### config.mk
export PLATFORM = sky130hd
export DESIGN_NAME = polyblep_oscillator_flat
export DESIGN_NICKNAME = d
export VERILOG_FILES = /design/src/hdl/pbo_pkg.sv /design/src/hdl/pbo_if.sv /design/src/hdl/pbo_div.sv /design/src/hdl/pbo_mul.sv /design/src/hdl/pbo_sine.sv /design/src/hdl/polyblep_oscillator.sv /design/src/flat_wrapper.sv
export SDC_FILE = /design/constraint.sdc
export NUM_CORES = 2
export LEC_CHECK = 0
export ABC_AREA = 1
export BUFFER_PORTS_ARGS = -buffer_cell sky130_fd_sc_hd__clkbuf_2
export CAP_MARGIN = 0
export CORE_UTILIZATION = 40
export DETAILED_ROUTE_END_ITERATION = 10
export GPL_TIMING_DRIVEN = 0
export SYNTH_ARGS = -nofsm -noshare
export SYNTH_HDL_FRONTEND = slang
export SYNTH_SLANG_ARGS = --single-unit
### constraint.sdc
create_clock -name clk -period 11.6 [get_ports clk]
set_clock_uncertainty 0.15 [all_clocks]
set_input_delay 0 -clock clk [delete_from_list [all_inputs] [get_ports clk]]
set_output_delay 0 -clock clk [all_outputs]
set_load 0.1 [all_outputs]
### src/hdl/pbo_pkg.sv
// pbo_pkg: shared constants, types and the quarter-wave sine table for the
// polyblep oscillator. No dependencies; every other file in hdl/ uses it.
package pbo_pkg;

  localparam int PHASE_BITS = 24;
  localparam int PW_BITS    = 16;
  localparam int SAMPLE_W   = 16;
  localparam int Q_FRAC     = 30;
  localparam int Q_SHIFT    = Q_FRAC - PHASE_BITS;
  localparam int PW_SHIFT   = PHASE_BITS - PW_BITS;
  localparam int ACC_W      = 36;
  localparam int MUL_W      = 32;
  localparam int DIV_STEPS  = Q_FRAC;

  localparam logic [PHASE_BITS-1:0] PH_HALF = {1'b1, {(PHASE_BITS-1){1'b0}}};
  localparam logic [PHASE_BITS:0]   PH_ONE  = {1'b1, {PHASE_BITS{1'b0}}};
  localparam logic signed [ACC_W-1:0] ONE_Q30 = ACC_W'(1) <<< Q_FRAC;

  localparam logic [PW_BITS-1:0] PW_MIN   = 16'd3277;
  localparam logic [PW_BITS-1:0] PW_MAX   = 16'd62259;
  localparam logic [PW_BITS-1:0] TRI_GAIN = 16'd52429;

  localparam int SINE_DEPTH = 256;
  localparam int SINE_IDX_W = $clog2(SINE_DEPTH);
  localparam logic signed [SAMPLE_W-1:0] SAMPLE_MAX = 16'sh7fff;
  localparam logic signed [SAMPLE_W-1:0] SAMPLE_MIN = 16'sh8000;
  localparam logic [63:0] HALF_PI_Q30 = 64'd1686629713;

  typedef enum logic [1:0] {
    SHAPE_SAW   = 2'd0,
    SHAPE_PULSE = 2'd1,
    SHAPE_TRI   = 2'd2,
    SHAPE_SINE  = 2'd3
  } shape_t;

  typedef struct packed {
    logic                  start;
    logic [PHASE_BITS-1:0] num;
    logic [PHASE_BITS-1:0] den;
  } div_cmd_t;

  typedef struct packed {
    logic busy;
    logic done;
  } div_stat_t;

  typedef struct packed {
    logic [MUL_W-1:0] a;
    logic [MUL_W-1:0] b;
  } mul_op_t;

  typedef logic [SINE_DEPTH-1:0][SAMPLE_W-1:0] sine_rom_t;

  // quarter sine in q1.15, taylor series in q2.30 with truncated products
  function automatic sine_rom_t build_sine_rom();
    sine_rom_t rom;
    logic [63:0] x;
    logic [63:0] x2;
    logic [63:0] term;
    logic signed [63:0] sum;
    rom = '0;
    for (int i = 0; i < SINE_DEPTH; i++) begin
      x    = (HALF_PI_Q30 * 64'(i)) / 64'(SINE_DEPTH);
      x2   = (x * x) >> 30;
      sum  = $signed(x);
      term = ((x * x2) >> 30) / 64'd6;      sum = sum - $signed(term);
      term = ((term * x2) >> 30) / 64'd20;  sum = sum + $signed(term);
      term = ((term * x2) >> 30) / 64'd42;  sum = sum - $signed(term);
      term = ((term * x2) >> 30) / 64'd72;  sum = sum + $signed(term);
      term = ((term * x2) >> 30) / 64'd110; sum = sum - $signed(term);
      term = ((term * x2) >> 30) / 64'd156; sum = sum + $signed(term);
      term = ((term * x2) >> 30) / 64'd210; sum = sum - $signed(term);
      term = ((term * x2) >> 30) / 64'd272; sum = sum + $signed(term);
      term = ((term * x2) >> 30) / 64'd342; sum = sum - $signed(term);
      term = ((term * x2) >> 30) / 64'd420; sum = sum + $signed(term);
      term = ((term * x2) >> 30) / 64'd506; sum = sum - $signed(term);
      term = ((term * x2) >> 30) / 64'd600; sum = sum + $signed(term);
      if (sum < 0) sum = 0;
      sum = (sum + 64'sd16384) >>> 15;
      if (sum > 64'sd32767) sum = 64'sd32767;
      rom[SINE_IDX_W'(i)] = sum[SAMPLE_W-1:0];
    end
    return rom;
  endfunction

  localparam sine_rom_t SINE_ROM = build_sine_rom();

endpackage

### src/hdl/pbo_if.sv
// channel interfaces of the polyblep oscillator: tick requests, audio results
// and the configuration write channel. Depends on pbo_pkg.
interface pbo_tick_if;
  logic                            valid;
  logic                            ready;
  logic [pbo_pkg::PHASE_BITS-1:0]  phase_increment;
  logic [pbo_pkg::PW_BITS-1:0]     pulse_width;
  logic                            sync_reset;
  modport source (output valid, phase_increment, pulse_width, sync_reset, input ready);
  modport sink   (input valid, phase_increment, pulse_width, sync_reset, output ready);
endinterface

interface pbo_audio_if;
  logic                                valid;
  logic                                ready;
  logic signed [pbo_pkg::SAMPLE_W-1:0] sample;
  logic                                phase_wrapped;
  modport source (output valid, sample, phase_wrapped, input ready);
  modport sink   (input valid, sample, phase_wrapped, output ready);
endinterface

interface pbo_cfg_if;
  logic       valid;
  logic       ready;
  logic [1:0] data;
  modport source (output valid, data, input ready);
  modport sink   (input valid, data, output ready);
endinterface

### src/hdl/pbo_div.sv
// pbo_div: restoring divider, one quotient bit per cycle, computes
// floor(num * 2^30 / den) for num < den. Depends on pbo_pkg.
module pbo_div (
  input  logic                        clk,
  input  logic                        rst,
  input  pbo_pkg::div_cmd_t           cmd,
  output pbo_pkg::div_stat_t          stat,
  output logic [pbo_pkg::Q_FRAC-1:0]  quot
);

  localparam int PB    = pbo_pkg::PHASE_BITS;
  localparam int CNT_W = $clog2(pbo_pkg::DIV_STEPS + 1);

  logic [CNT_W-1:0] cnt;
  logic             done;
  logic [PB-1:0]    rem;
  logic [PB-1:0]    den;
  logic [PB:0]      rem2;
  logic [PB:0]      diff;
  logic             take;

  assign rem2 = {rem, 1'b0};
  assign diff = rem2 - {1'b0, den};
  assign take = rem2 >= {1'b0, den};

  assign stat.busy = (cnt != '0);
  assign stat.done = done;

  always_ff @(posedge clk) begin
    if (rst) begin
      cnt  <= '0;
      done <= 1'b0;
    end else begin
      done <= 1'b0;
      if (cmd.start) begin
        cnt <= CNT_W'(pbo_pkg::DIV_STEPS);
      end else if (cnt != '0) begin
        cnt <= cnt - CNT_W'(1);
        if (cnt == CNT_W'(1)) done <= 1'b1;
      end
    end
  end

  always_ff @(posedge clk) begin
    if (cmd.start) begin
      rem  <= cmd.num;
      den  <= cmd.den;
      quot <= '0;
    end else if (cnt != '0) begin
      rem  <= take ? diff[PB-1:0] : rem2[PB-1:0];
      quot <= {quot[pbo_pkg::Q_FRAC-2:0], take};
    end
  end

endmodule

### src/hdl/pbo_mul.sv
// pbo_mul: shared unsigned 32x32 multiplier with a registered product.
// Depends on pbo_pkg.
module pbo_mul (
  input  logic                         clk,
  input  pbo_pkg::mul_op_t             op,
  output logic [2*pbo_pkg::MUL_W-1:0]  prod
);

  localparam int PW = 2 * pbo_pkg::MUL_W;

  always_ff @(posedge clk) begin
    prod <= PW'(op.a) * PW'(op.b);
  end

endmodule

### src/hdl/pbo_sine.sv
// pbo_sine: quadrant decode and registered read of the quarter-wave table.
// Depends on pbo_pkg (SINE_ROM).
module pbo_sine (
  input  logic                                clk,
  input  logic [pbo_pkg::PHASE_BITS-1:0]      phase,
  output logic signed [pbo_pkg::SAMPLE_W-1:0] value
);

  localparam int PB    = pbo_pkg::PHASE_BITS;
  localparam int QBITS = PB - 2;
  localparam int IW    = pbo_pkg::SINE_IDX_W;

  logic [1:0]                          quad;
  logic [IW-1:0]                       j;
  logic [IW-1:0]                       k;
  logic signed [pbo_pkg::SAMPLE_W-1:0] mag;

  assign quad = phase[PB-1 -: 2];
  assign j    = phase[QBITS-1 -: IW];
  // mirrored index, depth minus j wraps to zero only for j == 0
  assign k    = '0 - j;

  always_comb begin
    if (quad[0]) begin
      mag = (j == '0) ? pbo_pkg::SAMPLE_MAX : $signed(pbo_pkg::SINE_ROM[k]);
    end else begin
      mag = $signed(pbo_pkg::SINE_ROM[j]);
    end
  end

  always_ff @(posedge clk) begin
    value <= quad[1] ? -mag : mag;
  end

endmodule

### src/hdl/polyblep_oscillator.sv
// polyblep_oscillator: top level, sequencer and datapath of the oscillator.
// Depends on pbo_pkg, pbo_if, pbo_div, pbo_mul and pbo_sine.
//
// One tick request in, one audio sample out. The tick carries a q0.24 phase
// increment (clamped to half a cycle), a q0.16 pulse width (clamped to
// 0.05..0.95) and a sync flag that zeroes the phase before rendering. The
// cfg channel writes the 2-bit shape (saw, pulse, triangle, sine); write it
// only while no tick is in flight. Saw and pulse use two-point polyblep edge
// correction, triangle leaky-integrates a corrected square and scales by
// 0.8, sine reads a 256-entry quarter-wave table. The output is q1.15,
// rounded half away from zero and saturated; phase_wrapped flags the wrap of
// phase plus increment. Work is done one tick at a time: tick.ready is high
// only while the sequencer is idle. Saw, pulse and triangle run a slot step
// for each edge; an edge that needs a correction runs the 30-step shared
// divider, then one pass of the shared multiplier, and triangle then adds
// its integrator and gain steps. A finished result waits in the output
// register while the next tick is accepted.
module polyblep_oscillator (
  input  logic        clk,
  input  logic        rst,
  pbo_cfg_if.sink     cfg,
  pbo_tick_if.sink    tick,
  pbo_audio_if.source audio
);

  localparam int PB     = pbo_pkg::PHASE_BITS;
  localparam int AW     = pbo_pkg::ACC_W;
  localparam int QF     = pbo_pkg::Q_FRAC;
  localparam int SW     = pbo_pkg::SAMPLE_W;
  localparam int MW     = pbo_pkg::MUL_W;
  localparam int TRI_W  = 32;
  // |square - integrator| stays below 5 * 2^30
  localparam int MAG_W  = 33;
  localparam int LO_W   = 16;
  localparam int HI_W   = MAG_W - LO_W;
  localparam int PLO_W  = PB + LO_W;
  localparam int PT_W   = PB + MAG_W;
  // 4 * dt in q2.30 is dt << (2 + Q_SHIFT), so round by the rest of 30
  localparam int TRI_SH = QF - 2 - pbo_pkg::Q_SHIFT;
  localparam int RND_W  = PT_W - TRI_SH;
  localparam int GAIN_SH = 16;
  localparam int G_W    = TRI_W + pbo_pkg::PW_BITS - GAIN_SH;
  localparam int MQ_W   = AW - 15;

  localparam logic signed [AW-1:0] TRI_MAX = AW'(32'sh7fffffff);
  localparam logic signed [AW-1:0] TRI_MIN = AW'(32'sh80000000);

  typedef enum logic [11:0] {
    ST_IDLE = 12'b0000_0000_0001,
    ST_SLOT = 12'b0000_0000_0010,
    ST_DIV  = 12'b0000_0000_0100,
    ST_SQR  = 12'b0000_0000_1000,
    ST_ACC  = 12'b0000_0001_0000,
    ST_TLO  = 12'b0000_0010_0000,
    ST_THI  = 12'b0000_0100_0000,
    ST_TSUM = 12'b0000_1000_0000,
    ST_GAIN = 12'b0001_0000_0000,
    ST_GRND = 12'b0010_0000_0000,
    ST_SINE = 12'b0100_0000_0000,
    ST_DONE = 12'b1000_0000_0000
  } state_t;

  // sequencer and architectural state
  state_t                 state;
  state_t                 state_next;
  state_t                 after_blep;
  pbo_pkg::shape_t        shape;
  logic [PB-1:0]          osc_phase;
  logic signed [TRI_W-1:0] tri_acc;

  // per-tick working registers
  logic [PB-1:0]          dt;
  logic [PB-1:0]          phase;
  logic signed [AW-1:0]   acc;
  logic [PB-1:0]          slot_t0;
  logic [PB-1:0]          slot_t1;
  logic [1:0]             slot_on;
  logic [1:0]             slot_neg;
  logic                   slot;
  logic                   hi_mode;
  logic                   wrap;
  logic [PLO_W-1:0]       plo;

  // result register
  logic                   out_valid;
  logic signed [SW-1:0]   out_sample;
  logic                   out_wrapped;
  logic                   out_free;

  // request decode
  logic                   accept;
  logic [PB-1:0]          dt_in;
  logic [pbo_pkg::PW_BITS-1:0] pw_c;
  logic [PB-1:0]          pwp_in;
  logic [PB-1:0]          ph_in;
  logic [PB:0]            adv;
  logic signed [AW-1:0]   ph_q;
  logic signed [AW-1:0]   pw_q;
  logic signed [AW-1:0]   base_in;
  logic [PB-1:0]          t1_in;
  logic [1:0]             on_in;
  logic [1:0]             neg_in;

  // polyblep slot evaluation
  logic [PB-1:0]          cur_t;
  logic                   near_lo;
  logic                   near_hi;
  logic                   blep_go;
  logic [QF:0]            u_val;
  logic signed [AW-1:0]   sq_term;
  logic signed [AW-1:0]   blep_val;

  // triangle and output math
  logic signed [AW-1:0]   diff;
  logic                   diff_neg;
  logic [AW-1:0]          diff_abs;
  logic [MAG_W-1:0]       mag;
  logic [PT_W-1:0]        p_tot;
  logic [RND_W-1:0]       rnd;
  logic signed [AW-1:0]   t_sum;
  logic signed [TRI_W-1:0] tri_sat;
  logic                   tri_neg;
  logic [AW-1:0]          tri_abs;
  logic [G_W-1:0]         g_val;
  logic                   acc_neg;
  logic [AW-1:0]          acc_abs;
  logic [MQ_W-1:0]        mq;
  logic signed [SW-1:0]   acc_sat;
  logic signed [SW-1:0]   sine_val;

  // shared units
  pbo_pkg::div_cmd_t      div_cmd;
  pbo_pkg::div_stat_t     div_stat;
  logic [QF-1:0]          quot;
  pbo_pkg::mul_op_t       mul_op;
  logic [2*MW-1:0]        prod;

  pbo_div u_div (
    .clk  (clk),
    .rst  (rst),
    .cmd  (div_cmd),
    .stat (div_stat),
    .quot (quot)
  );

  pbo_mul u_mul (
    .clk  (clk),
    .op   (mul_op),
    .prod (prod)
  );

  pbo_sine u_sine (
    .clk   (clk),
    .phase (phase),
    .value (sine_val)
  );

  // handshakes
  assign tick.ready   = (state == ST_IDLE);
  assign accept       = tick.valid && tick.ready;
  assign cfg.ready    = 1'b1;
  assign audio.valid  = out_valid;
  assign audio.sample = out_sample;
  assign audio.phase_wrapped = out_wrapped;
  assign out_free     = !out_valid || audio.ready;

  // clamp the request, pick the phase to render, advance the phase
  always_comb begin
    dt_in = (tick.phase_increment > pbo_pkg::PH_HALF) ? pbo_pkg::PH_HALF
                                                      : tick.phase_increment;
    if (tick.pulse_width < pbo_pkg::PW_MIN) begin
      pw_c = pbo_pkg::PW_MIN;
    end else if (tick.pulse_width > pbo_pkg::PW_MAX) begin
      pw_c = pbo_pkg::PW_MAX;
    end else begin
      pw_c = tick.pulse_width;
    end
    pwp_in = PB'(pw_c) << pbo_pkg::PW_SHIFT;
    ph_in  = tick.sync_reset ? '0 : osc_phase;
    adv    = {1'b0, ph_in} + {1'b0, dt_in};
    ph_q   = $signed(AW'(ph_in) << pbo_pkg::Q_SHIFT);
    pw_q   = $signed(AW'(pwp_in) << pbo_pkg::Q_SHIFT);
  end

  // naive waveform value and the two correction slots per shape
  always_comb begin
    base_in = '0;
    t1_in   = '0;
    on_in   = 2'b00;
    neg_in  = 2'b00;
    unique case (shape)
      pbo_pkg::SHAPE_SAW: begin
        base_in = (ph_q <<< 1) - pbo_pkg::ONE_Q30;
        on_in   = 2'b01;
        neg_in  = 2'b01;
      end
      pbo_pkg::SHAPE_PULSE: begin
        base_in = (ph_in < pwp_in) ? pbo_pkg::ONE_Q30 - pw_q : -pw_q;
        t1_in   = ph_in - pwp_in;
        on_in   = 2'b11;
        neg_in  = 2'b10;
      end
      pbo_pkg::SHAPE_TRI: begin
        base_in = (ph_in < pbo_pkg::PH_HALF) ? pbo_pkg::ONE_Q30 : -pbo_pkg::ONE_Q30;
        t1_in   = ph_in + pbo_pkg::PH_HALF;
        on_in   = 2'b11;
        neg_in  = 2'b10;
      end
      pbo_pkg::SHAPE_SINE: begin
        base_in = '0;
      end
    endcase
  end

  // which side of the discontinuity the current slot sits on
  always_comb begin
    cur_t   = slot ? slot_t1 : slot_t0;
    near_lo = cur_t < dt;
    near_hi = ({1'b0, cur_t} + {1'b0, dt}) > pbo_pkg::PH_ONE;
    blep_go = slot_on[slot] && (dt != '0) && (near_lo || near_hi);

    div_cmd.start = (state == ST_SLOT) && blep_go;
    div_cmd.num   = near_lo ? cur_t : PB'(pbo_pkg::PH_ONE - {1'b0, cur_t});
    div_cmd.den   = dt;
  end

  // polyblep value from the divider quotient and its square
  always_comb begin
    u_val    = {1'b1, {QF{1'b0}}} - {1'b0, quot};
    sq_term  = $signed(AW'(prod >> QF));
    if (hi_mode) begin
      blep_val = sq_term;
    end else begin
      blep_val = $signed(AW'(quot) << 1) - sq_term - pbo_pkg::ONE_Q30;
    end
  end

  // leaky integrator step and output gain
  always_comb begin
    diff     = acc - AW'(tri_acc);
    diff_neg = diff[AW-1];
    diff_abs = diff_neg ? AW'(-diff) : AW'(diff);
    mag      = diff_abs[MAG_W-1:0];
    p_tot    = (PT_W'(prod[PB+HI_W-1:0]) << LO_W) + PT_W'(plo);
    rnd      = RND_W'((p_tot + (PT_W'(1) << (TRI_SH - 1))) >> TRI_SH);
    t_sum    = AW'(tri_acc) + (diff_neg ? -$signed(AW'(rnd)) : $signed(AW'(rnd)));
    if (t_sum > TRI_MAX) begin
      tri_sat = TRI_MAX[TRI_W-1:0];
    end else if (t_sum < TRI_MIN) begin
      tri_sat = TRI_MIN[TRI_W-1:0];
    end else begin
      tri_sat = t_sum[TRI_W-1:0];
    end
    tri_neg = tri_acc[TRI_W-1];
    tri_abs = tri_neg ? AW'(-AW'(tri_acc)) : AW'(AW'(tri_acc));
    g_val   = G_W'((prod[TRI_W+pbo_pkg::PW_BITS-1:0] + (48'd1 << (GAIN_SH - 1))) >> GAIN_SH);
  end

  // q2.30 to q1.15, half away from zero, saturated
  always_comb begin
    acc_neg = acc[AW-1];
    acc_abs = acc_neg ? AW'(-acc) : AW'(acc);
    mq      = MQ_W'((acc_abs + (AW'(1) << 14)) >> 15);
    if (acc_neg) begin
      acc_sat = (mq >= MQ_W'(32768)) ? pbo_pkg::SAMPLE_MIN : $signed(SW'(MQ_W'(0) - mq));
    end else begin
      acc_sat = (mq > MQ_W'(32767)) ? pbo_pkg::SAMPLE_MAX : $signed(mq[SW-1:0]);
    end
  end

  // shared multiplier operands by step
  always_comb begin
    mul_op = '0;
    unique case (state)
      ST_SQR: begin
        mul_op.a = hi_mode ? MW'(u_val) : MW'(quot);
        mul_op.b = hi_mode ? MW'(u_val) : MW'(quot);
      end
      ST_TLO: begin
        mul_op.a = MW'(dt);
        mul_op.b = MW'(mag[LO_W-1:0]);
      end
      ST_THI: begin
        mul_op.a = MW'(dt);
        mul_op.b = MW'(mag[MAG_W-1:LO_W]);
      end
      ST_GAIN: begin
        mul_op.a = MW'(pbo_pkg::TRI_GAIN);
        mul_op.b = tri_abs[MW-1:0];
      end
      default: mul_op = '0;
    endcase
  end

  // sequencer
  always_comb begin
    after_blep = (shape == pbo_pkg::SHAPE_TRI) ? ST_TLO : ST_DONE;
    state_next = state;
    unique case (state)
      ST_IDLE: begin
        if (tick.valid) state_next = (shape == pbo_pkg::SHAPE_SINE) ? ST_SINE : ST_SLOT;
      end
      ST_SLOT: begin
        if (blep_go) state_next = ST_DIV;
        else if (slot) state_next = after_blep;
      end
      ST_DIV:  if (div_stat.done) state_next = ST_SQR;
      ST_SQR:  state_next = ST_ACC;
      ST_ACC:  state_next = slot ? after_blep : ST_SLOT;
      ST_TLO:  state_next = ST_THI;
      ST_THI:  state_next = ST_TSUM;
      ST_TSUM: state_next = ST_GAIN;
      ST_GAIN: state_next = ST_GRND;
      ST_GRND: state_next = ST_DONE;
      ST_SINE: state_next = ST_DONE;
      ST_DONE: if (out_free) state_next = ST_IDLE;
      default: state_next = ST_IDLE;
    endcase
  end

  // control state
  always_ff @(posedge clk) begin
    if (rst) begin
      state     <= ST_IDLE;
      shape     <= pbo_pkg::SHAPE_SAW;
      osc_phase <= '0;
      tri_acc   <= '0;
      out_valid <= 1'b0;
    end else begin
      state <= state_next;
      if (cfg.valid) shape <= pbo_pkg::shape_t'(cfg.data);
      if (accept) osc_phase <= adv[PB-1:0];
      if (state == ST_TSUM) tri_acc <= tri_sat;
      // a new result refills the register in the cycle the old one leaves
      if (state == ST_DONE && out_free) begin
        out_valid <= 1'b1;
      end else if (audio.ready) begin
        out_valid <= 1'b0;
      end
    end
  end

  // working registers
  always_ff @(posedge clk) begin
    if (accept) begin
      dt       <= dt_in;
      phase    <= ph_in;
      acc      <= base_in;
      slot_t0  <= ph_in;
      slot_t1  <= t1_in;
      slot_on  <= on_in;
      slot_neg <= neg_in;
      slot     <= 1'b0;
      wrap     <= adv[PB];
    end
    if (state == ST_SLOT) begin
      if (blep_go) hi_mode <= !near_lo;
      else slot <= 1'b1;
    end
    if (state == ST_ACC) begin
      acc  <= slot_neg[slot] ? acc - blep_val : acc + blep_val;
      slot <= 1'b1;
    end
    if (state == ST_THI) plo <= prod[PLO_W-1:0];
    if (state == ST_GRND) begin
      acc <= tri_neg ? -$signed(AW'(g_val)) : $signed(AW'(g_val));
    end
    if (state == ST_DONE && out_free) begin
      out_sample  <= (shape == pbo_pkg::SHAPE_SINE) ? sine_val : acc_sat;
      out_wrapped <= wrap;
    end
  end

  // the divider only finishes while the sequencer waits on it
  assert property (@(posedge clk) disable iff (rst)
    div_stat.done |-> state == ST_DIV)
    else $error("divider finished outside its wait step");

  // a division is never restarted while one is running
  assert property (@(posedge clk) disable iff (rst)
    div_cmd.start |-> !div_stat.busy)
    else $error("divider started while busy");

  // the oscillator phase moves only when a request is taken
  assert property (@(posedge clk) disable iff (rst)
    state != ST_IDLE |=> $stable(osc_phase))
    else $error("phase changed while a request is in flight");

  // an accepted request always starts work
  assert property (@(posedge clk) disable iff (rst)
    accept |=> state != ST_IDLE)
    else $error("accepted request left the sequencer idle");

endmodule
### src/flat_wrapper.sv
// flat-port wrapper written by rule: the top's interface ports become plain ports
module polyblep_oscillator_flat 
  (clk, rst, cfg_valid, cfg_data, cfg_ready, tick_valid, tick_phase_increment, tick_pulse_width, tick_sync_reset, tick_ready, audio_valid, audio_sample, audio_phase_wrapped, audio_ready);
  pbo_cfg_if cfg_i ();
  pbo_tick_if tick_i ();
  pbo_audio_if audio_i ();
  input  logic clk;
  input  logic rst;
  input wire logic [$bits(cfg_i.valid)-1:0] cfg_valid;
  input wire logic [$bits(cfg_i.data)-1:0] cfg_data;
  output wire logic [$bits(cfg_i.ready)-1:0] cfg_ready;
  input wire logic [$bits(tick_i.valid)-1:0] tick_valid;
  input wire logic [$bits(tick_i.phase_increment)-1:0] tick_phase_increment;
  input wire logic [$bits(tick_i.pulse_width)-1:0] tick_pulse_width;
  input wire logic [$bits(tick_i.sync_reset)-1:0] tick_sync_reset;
  output wire logic [$bits(tick_i.ready)-1:0] tick_ready;
  output wire logic [$bits(audio_i.valid)-1:0] audio_valid;
  output wire logic [$bits(audio_i.sample)-1:0] audio_sample;
  output wire logic [$bits(audio_i.phase_wrapped)-1:0] audio_phase_wrapped;
  input wire logic [$bits(audio_i.ready)-1:0] audio_ready;
  assign cfg_i.valid = cfg_valid;
  assign cfg_i.data = cfg_data;
  assign cfg_ready = cfg_i.ready;
  assign tick_i.valid = tick_valid;
  assign tick_i.phase_increment = tick_phase_increment;
  assign tick_i.pulse_width = tick_pulse_width;
  assign tick_i.sync_reset = tick_sync_reset;
  assign tick_ready = tick_i.ready;
  assign audio_valid = audio_i.valid;
  assign audio_sample = audio_i.sample;
  assign audio_phase_wrapped = audio_i.phase_wrapped;
  assign audio_i.ready = audio_ready;
  polyblep_oscillator u_core (.clk(clk), .rst(rst), .cfg(cfg_i), .tick(tick_i), .audio(audio_i));
endmodule
* After elaboration in Yosys (flattened, before gate mapping)
Memories as Yosys holds them, arrays and structs flattened. A register that Yosys moved wholly into a read port is not among the register bits.
Cells that the tools add are included.
** Word-level totals
- Register bits :: 407
- Bits in read-only memories :: 8192
- Input port bits :: 48
- Output and inout port bits :: 20
- Logic and storage cells :: 175
- Memories :: 2
** Operators by class
- Add/sub/neg operators :: 29
- $mul :: 1
- $lt $le $gt $ge :: 15
- Equal/unequal tests :: 20
- Muxes and demuxes :: 60
- Bitwise gates (word level) :: 1
- Reductions and logical operators :: 22
** Memory list
- (name not given) :: depth 256, width 16, rd ports 1, clocked after Yosys merged registers in 1, write ports 0, line pbo_sine.sv:27 : mag = $signed(pbo_pkg::SINE_ROM[j]);
- (name not given) :: depth 256, width 16, rd ports 1, clocked after Yosys merged registers in 0, write ports 0, line pbo_sine.sv:25 : mag = (j == '0) ? pbo_pkg::SAMPLE_MAX : $signed(pbo_pkg::SINE_ROM[k]);
** Operators with widths (count)
- $mux W36 :: 10
- $pmux W64 S4 :: 1
- $mux W16 :: 11
- $mux W24 :: 7
- $pmux W36 S4 :: 1
- $pmux W12 S11 :: 1
- $mux W32 :: 3
- $mux W12 :: 7
- $mul A32 B32 Y64 :: 1
- $add A57 B22 Y57 const B :: 1
- $add A57 B40 Y57 :: 1
- $add A24 B24 Y25 :: 2
- $add A48 B16 Y48 const B :: 1
- $lt A24 B24 Y1 :: 2
- $pmux W24 S2 :: 1
- $sub A24 B24 Y24 :: 2
- $add A32 B36 Y36 :: 1
- $add A36 B15 Y36 const B :: 1
- $add A36 B36 Y36 :: 1
- $gt A36 B32 Y1 const B :: 1
- $lt A36 B32 Y1 const B :: 1
- $neg A30 Y36 :: 1
- $neg A32 Y36 :: 1
- $neg A35 Y36 :: 1
- other kinds (65) :: 88

* Depth between registers and ports, before layout
- Depth in word-level cells :: 9
- Gate-level depth with buffers :: 56
- Gate-level depth less buffers :: 54

* Hierarchy
From an unflattened synthesis, not the netlist that was laid out.
** Unflattened totals
- Cells, all modules :: 12699
- Area total of the unflattened synthesis :: 82680.5 um2
** By module, submodules not included
- pbo_mul :: instances 1, cells each 5088, area an instance 37676.1 um2, seq. area each 1281.2 um2
- polyblep_oscillator :: instances 1, cells each 5752, area an instance 34269.1 um2, seq. area each 6065.8 um2
- pbo_sine :: instances 1, cells each 1118, area an instance 5457.7 um2, seq. area each 320.3 um2
- pbo_div :: instances 1, cells each 741, area an instance 5277.6 um2, seq. area each 2162.1 um2

* Worst setup path before layout
No wires, ideal clock.
- Path kind :: reg2reg
- Start point :: reg u_core.tri_acc[31]
- End point :: reg u_core.u_mul.prod[63] (netlist bit)
- Setup time :: 72 ps
- Arrival :: 9576 ps
- Required time :: 11378 ps
- Slack :: 1803 ps
- Cell stages (with the launch flop) :: 48
- Path buffers :: 6
- Period minus slack after synthesis :: 9797 ps
- Cells stage by stage :: dfxtp_1 > inv_1 > clkbuf_1 > buf_1 > clkbuf_1 > ha_1 > inv_1 > nor3_1 > inv_1 > o221ai_1 > a21o_1 > nand2_1 > nand2_2 > inv_2 > buf_4 > buf_6 > nand3_1 > a31oi_4 > [... 12 more ...] > fa_1 > inv_1 > fa_1 > inv_1 > ha_1 > nand2_1 > nor2_1 > nand2_1 > o21ai_0 > inv_1 > o21ai_0 > inv_1 > o21ai_0 > nand3_1 > nand3_1 > nand2_1 > nand3_1 > xor2_1
** On the way
- Word-level cells in the longest chain between the ends :: 5
- Elaborated cells on any way between the ends :: 7
- Those cells by class :: add/sub: 3; mul: 1; mux: 3
** RTL lines
- from (decl) :: line polyblep_oscillator.sv:69 : logic signed [TRI_W-1:0] tri_acc;
- from (signal assigned) :: line polyblep_oscillator.sv:333 : if (state == ST_TSUM) tri_acc <= tri_sat;
- $sub A36 B32 Y36 :: line polyblep_oscillator.sv:240 : diff = acc - AW'(tri_acc);
- $neg A33 Y33 :: line polyblep_oscillator.sv:242 : diff_abs = diff_neg ? AW'(-diff) : AW'(diff);
- $mux W33 :: line polyblep_oscillator.sv:242
- $pmux W64 S4 * :: line polyblep_oscillator.sv:274 : unique case (state)
- $mul A32 B32 Y64 * :: line pbo_mul.sv:12 : prod <= PW'(op.a) * PW'(op.b);
- to (signal assigned) :: line pbo_mul.sv:12
- to (decl) :: line pbo_mul.sv:6 : output logic [2*pbo_pkg::MUL_W-1:0] prod
Every way passes the cells marked *; elsewhere a longest branch is shown, timed or not.
A chain may end at the register's enable or synchronous reset.

* Worst setup path in the final report
- Start point :: reg u_core.state[11]
- End point :: reg u_core.u_mul.prod[57] (netlist bit)
** On the way
- Word-level cells in the longest chain between the ends :: 3
- Elaborated cells on any way between the ends :: 6
- Those cells by class :: mul: 1; eq/ne: 4; mux: 1
** RTL lines
- from (decl) :: line polyblep_oscillator.sv:64 : state_t state;
- from (signal assigned) :: line polyblep_oscillator.sv:330 : state <= state_next;
- $eq A12 B9 Y1, or another cell as far along :: line polyblep_oscillator.sv:274
- $pmux W64 S4 * :: line polyblep_oscillator.sv:274
- $mul A32 B32 Y64 * :: line pbo_mul.sv:12
Marked as above.

==> results.py <==
metrics = {
    "status": {
        "status": "finished with violations",
        "violations": "capacitance limit, slew limit",
    },
    "place": {
        "numPortBuffers": 64,
        "place_congestion": 1.07,
        "place_hpwl_mm": 296,
    },
    "worst_setup_path": {
        "crit_path_end_kind": "flop",
        "cp_num_buf_inv": 10,
        "cp_slowest_cell": "a211oi_2",
        "cp_max_fo": 10,
        "path_common_cell": "fa_1",
        "start_kind": "flop",
        "worst_ep_required_time_ns": 12.02,
        "cp_top_family": "adder cells",
        "arrival_ns": 11.80,
        "crit_type": "reg2reg",
        "cp_slowest_stage_delay_ns": 1.05,
    },
    "routing": {
        "drc": 0,
        "drt_first_pass_iters": 7,
        "vias_per_cell": 5.62,
        "wirelength_mm": 348,
        "wl_per_cell_um": 25.3,
        "drt-initial-drc-count": 8048,
        "route.vias.total": 77400,
        "postRouteAntennaNets": 0,
    },
    "yosys": {
        "synth_commonest_cells": "nand2_1, inv_1, nor2_1",
        "avgSynthCellArea_um2": 7.03,
        "synth_ff_type": "dfxtp_1",
        "synth_area_leaders": "fa_1, nand2_1, inv_1",
        "synth_largest_area_cell": "fa_1",
        "synth_cells": 10900,
        "synth_simple_gate_area_share": 0.243,
        "synth_top_area_share": 0.228,
        "ys.warnings.count": 0,
        "synth-seq-cells": 405,
        "synth_top_family_by_area": "adder cells",
        "synth_compound_area_frac": 0.128,
        "async_flop_share": 0,
        "synth-seq-area-share": 0.132,
        "syn-cell-area_mm2": 0.0769,
        "synth_fa_ha_area_frac": 0.326,
        "synth_edf_count": 202,
        "yosysMostFrequentCell": "nand2_1",
        "synthXorXnorAreaFrac": 0.0425,
        "synth_mux_area_frac": 0.000130,
        "ys_types": 83,
    },
    "die": {
        "die_w_um": 441,
        "design.die.area_mm2": 0.194,
        "core_area_mm2": 0.191,
        "start_util": 0.404,
        "ioPinCount": 68,
        "row_count": 160,
        "dieHeight_um": 441,
    },
    "power": {
        "ir_drop_uv": 131,
        "p_per_area_mw_per_mm2": 171,
        "leakage_nw": 41.7,
        "power_mw": 14.3,
    },
    "job": {
        "max_cap_viol_count": 1,
    },
    "cells_and_area": {
        "fin_nets": 12700,
        "fill_cells": 20100,
        "finish.utilization": 0.440,
        "drive_gt1_frac": 0.0643,
        "area_growth_pct": 9.01,
    },
    "global_routing": {
        "grt_usage": 0.354,
        "antenna_found_initial": 34,
        "grt-ovfl-total": 0,
        "grt_pass1_vias": 74900,
        "grt_max_degree": 37,
        "grt_pass1_wl_mm": 503,
    },
    "timing": {
        "finalSetupViolations": 0,
        "tightest_slew_ns": 1.56,
        "finalHoldViolCount": 0,
        "finalCritPeriodShare": 0.982,
        "fmax_mhz": 87.8,
        "slew_headroom": -0.0527,
        "fin_crit_ns": 11.39,
        "slew_viol_final": 5,
    },
    "clocking": {
        "root_buffer": "clkbuf_16",
        "clk_path_buf_depth": 3,
        "numCtsBuffers": 51,
        "cts_sinks": 405,
        "clock_latency_ns": 0.68,
        "h-tree-depth": 2,
        "cts_tree": "done",
        "path_clk_slew_ns": 0.06,
    },
    "hold_path": {
        "min-delay-path-class": "in2reg",
    },
}
-- per-layer routing --
metal  global-route usage  up-vias  wire length, um
li1                     -    34900                -
met1                0.503    38100           152000
met2                0.517     3726           144000
met3               0.0829      641            36900
met4                0.130       12            15000
met5              0.00695        -              327
-- layout make-up --
type / instances / area, um2 / area share
inverter: 2243 / 8440 / 0.101
antenna: 19 / 47.5 / 0.000567
sequential: 405 / 10100 / 0.121
timing repair buffer: 145 / 1120 / 0.0134
multi-input combinational: 8038 / 57600 / 0.686
clock buffer: 59 / 1310 / 0.0156
tap: 2511 / 3140 / 0.0375
buffer: 304 / 1590 / 0.0190
clock inverter: 36 / 512 / 0.00610
-- sequential cells by signal (all words and copies together) (netlist names), 2 cells and up, named ones only --
signal and cells:
u_core.osc_phase 24, u_core.slot_t1 24, u_core.u_div.quot 30, u_core.slot_neg 2
u_core.u_div.rem 24, u_core.u_sine.value 16, u_core.state 12, u_core.tri_acc 32
u_core.plo 24, u_core.acc 36, u_core.u_mul.prod 64, u_core.shape 2
u_core.u_div.den 24, u_core.dt 24, u_core.audio.sample 16, u_core.phase 24
u_core.u_div.cnt 5
-- worst register-to-register path: cells and delay by family (launching register included) --
family	cells	cell delay, ns
fa+ha+maj	9	4.65
simple gates	13	2.32
buf+inv	10	1.98
compound gates	4	1.61
flops	1	0.38
xor+xnor	1	0.21
-- path summary, 6_finish.rpt --
| check | startpoint | to | slack, ns | cells after the start |
|---|---|---|---|---|
| max reg2reg | u_core.state[11]$_SDFFE_PP0P_ | u_core.u_mul.prod[57]$_DFF_P_ | 0.21 | 37 |
| min | tick_pulse_width[10] | u_core.acc[28]$_DFFE_PP_ | 0.06 | 7 |
| max | u_core.state[11]$_SDFFE_PP0P_ | u_core.u_mul.prod[57]$_DFF_P_ | 0.21 | 37 |
| min reg2reg | u_core.u_div.cnt[4]$_SDFFE_PP0P_ | u_core.u_div.done$_SDFF_PP0_ | 0.31 | 1 |
-- report_power, final --
part / internal [mW] / switching [mW] / total [mW]
Combinational: 2.98 / 7.15 / 10.1
Sequential: 1.98 / 0.425 / 2.41
Clock: 1.02 / 0.744 / 1.77
-- per-stage QoR --
step                      hold slack (ns)  setup WS, ns  area, um2  instances  setup TNS (ns)
after floorplan                    0.0263          1.80      77100      11000               0
after global placement              0.212         -2.96      80600      13600          -78.12
after detailed placement            0.226         -2.98      80800      13600          -80.19
after CTS                          0.0317      0.000146      83300      13700               0
after global routing                0.123       -0.0270      83800      13700         -0.0374
final                              0.0610         0.212      83900      13800               0
-- cells in the final DEF (no fill, tap or decap), drive strengths merged, types with 6 or more instances in the layout --
cell type / count
nand2: 2373
inv: 2234
nor2: 1092
fa: 875
a21oi: 714
o21ai: 620
ha: 603
nand3: 515
clkbuf: 281
xor2: 258
dfxtp: 203
edfxtp: 202
buf: 181
nand4: 135
nor3: 131
xnor2: 108
o211ai: 86
a31oi: 78
or2: 60
conb: 48
dlygate4sd3: 44
nor4: 40
and2: 35
clkinv: 33
o21bai: 32
nand3b: 29
o221ai: 26
o21a: 26
a21o: 26
diode: 19
o31ai: 19
a211oi: 18
o22ai: 16
o311ai: 12
a21boi: 11
o2111ai: 10
bufinv: 9
a221oi: 6
-- logic make-up after synthesis --
| kind of cell | count (synthesis) |
|---|---|
| fa+ha+maj | 1478 |
| simple gates | 4416 |
| xor+xnor | 366 |
| buf+inv | 2550 |
| compound gates | 1729 |
| flops | 405 |
| other cells | 2 |
| mux | 1 |
-- what timing repair did --
item / 4_1_cts / 5_1_grt
endpoints found under the setup margin: 52 / 31
resized for setup: 72 / 157
setup buffers: 8 / 17
endpoints found under the hold margin: 85 / 0
pin swaps: 2 / 9
hold buffers: 44 / 0
Power figures use the tool's default switching activity.
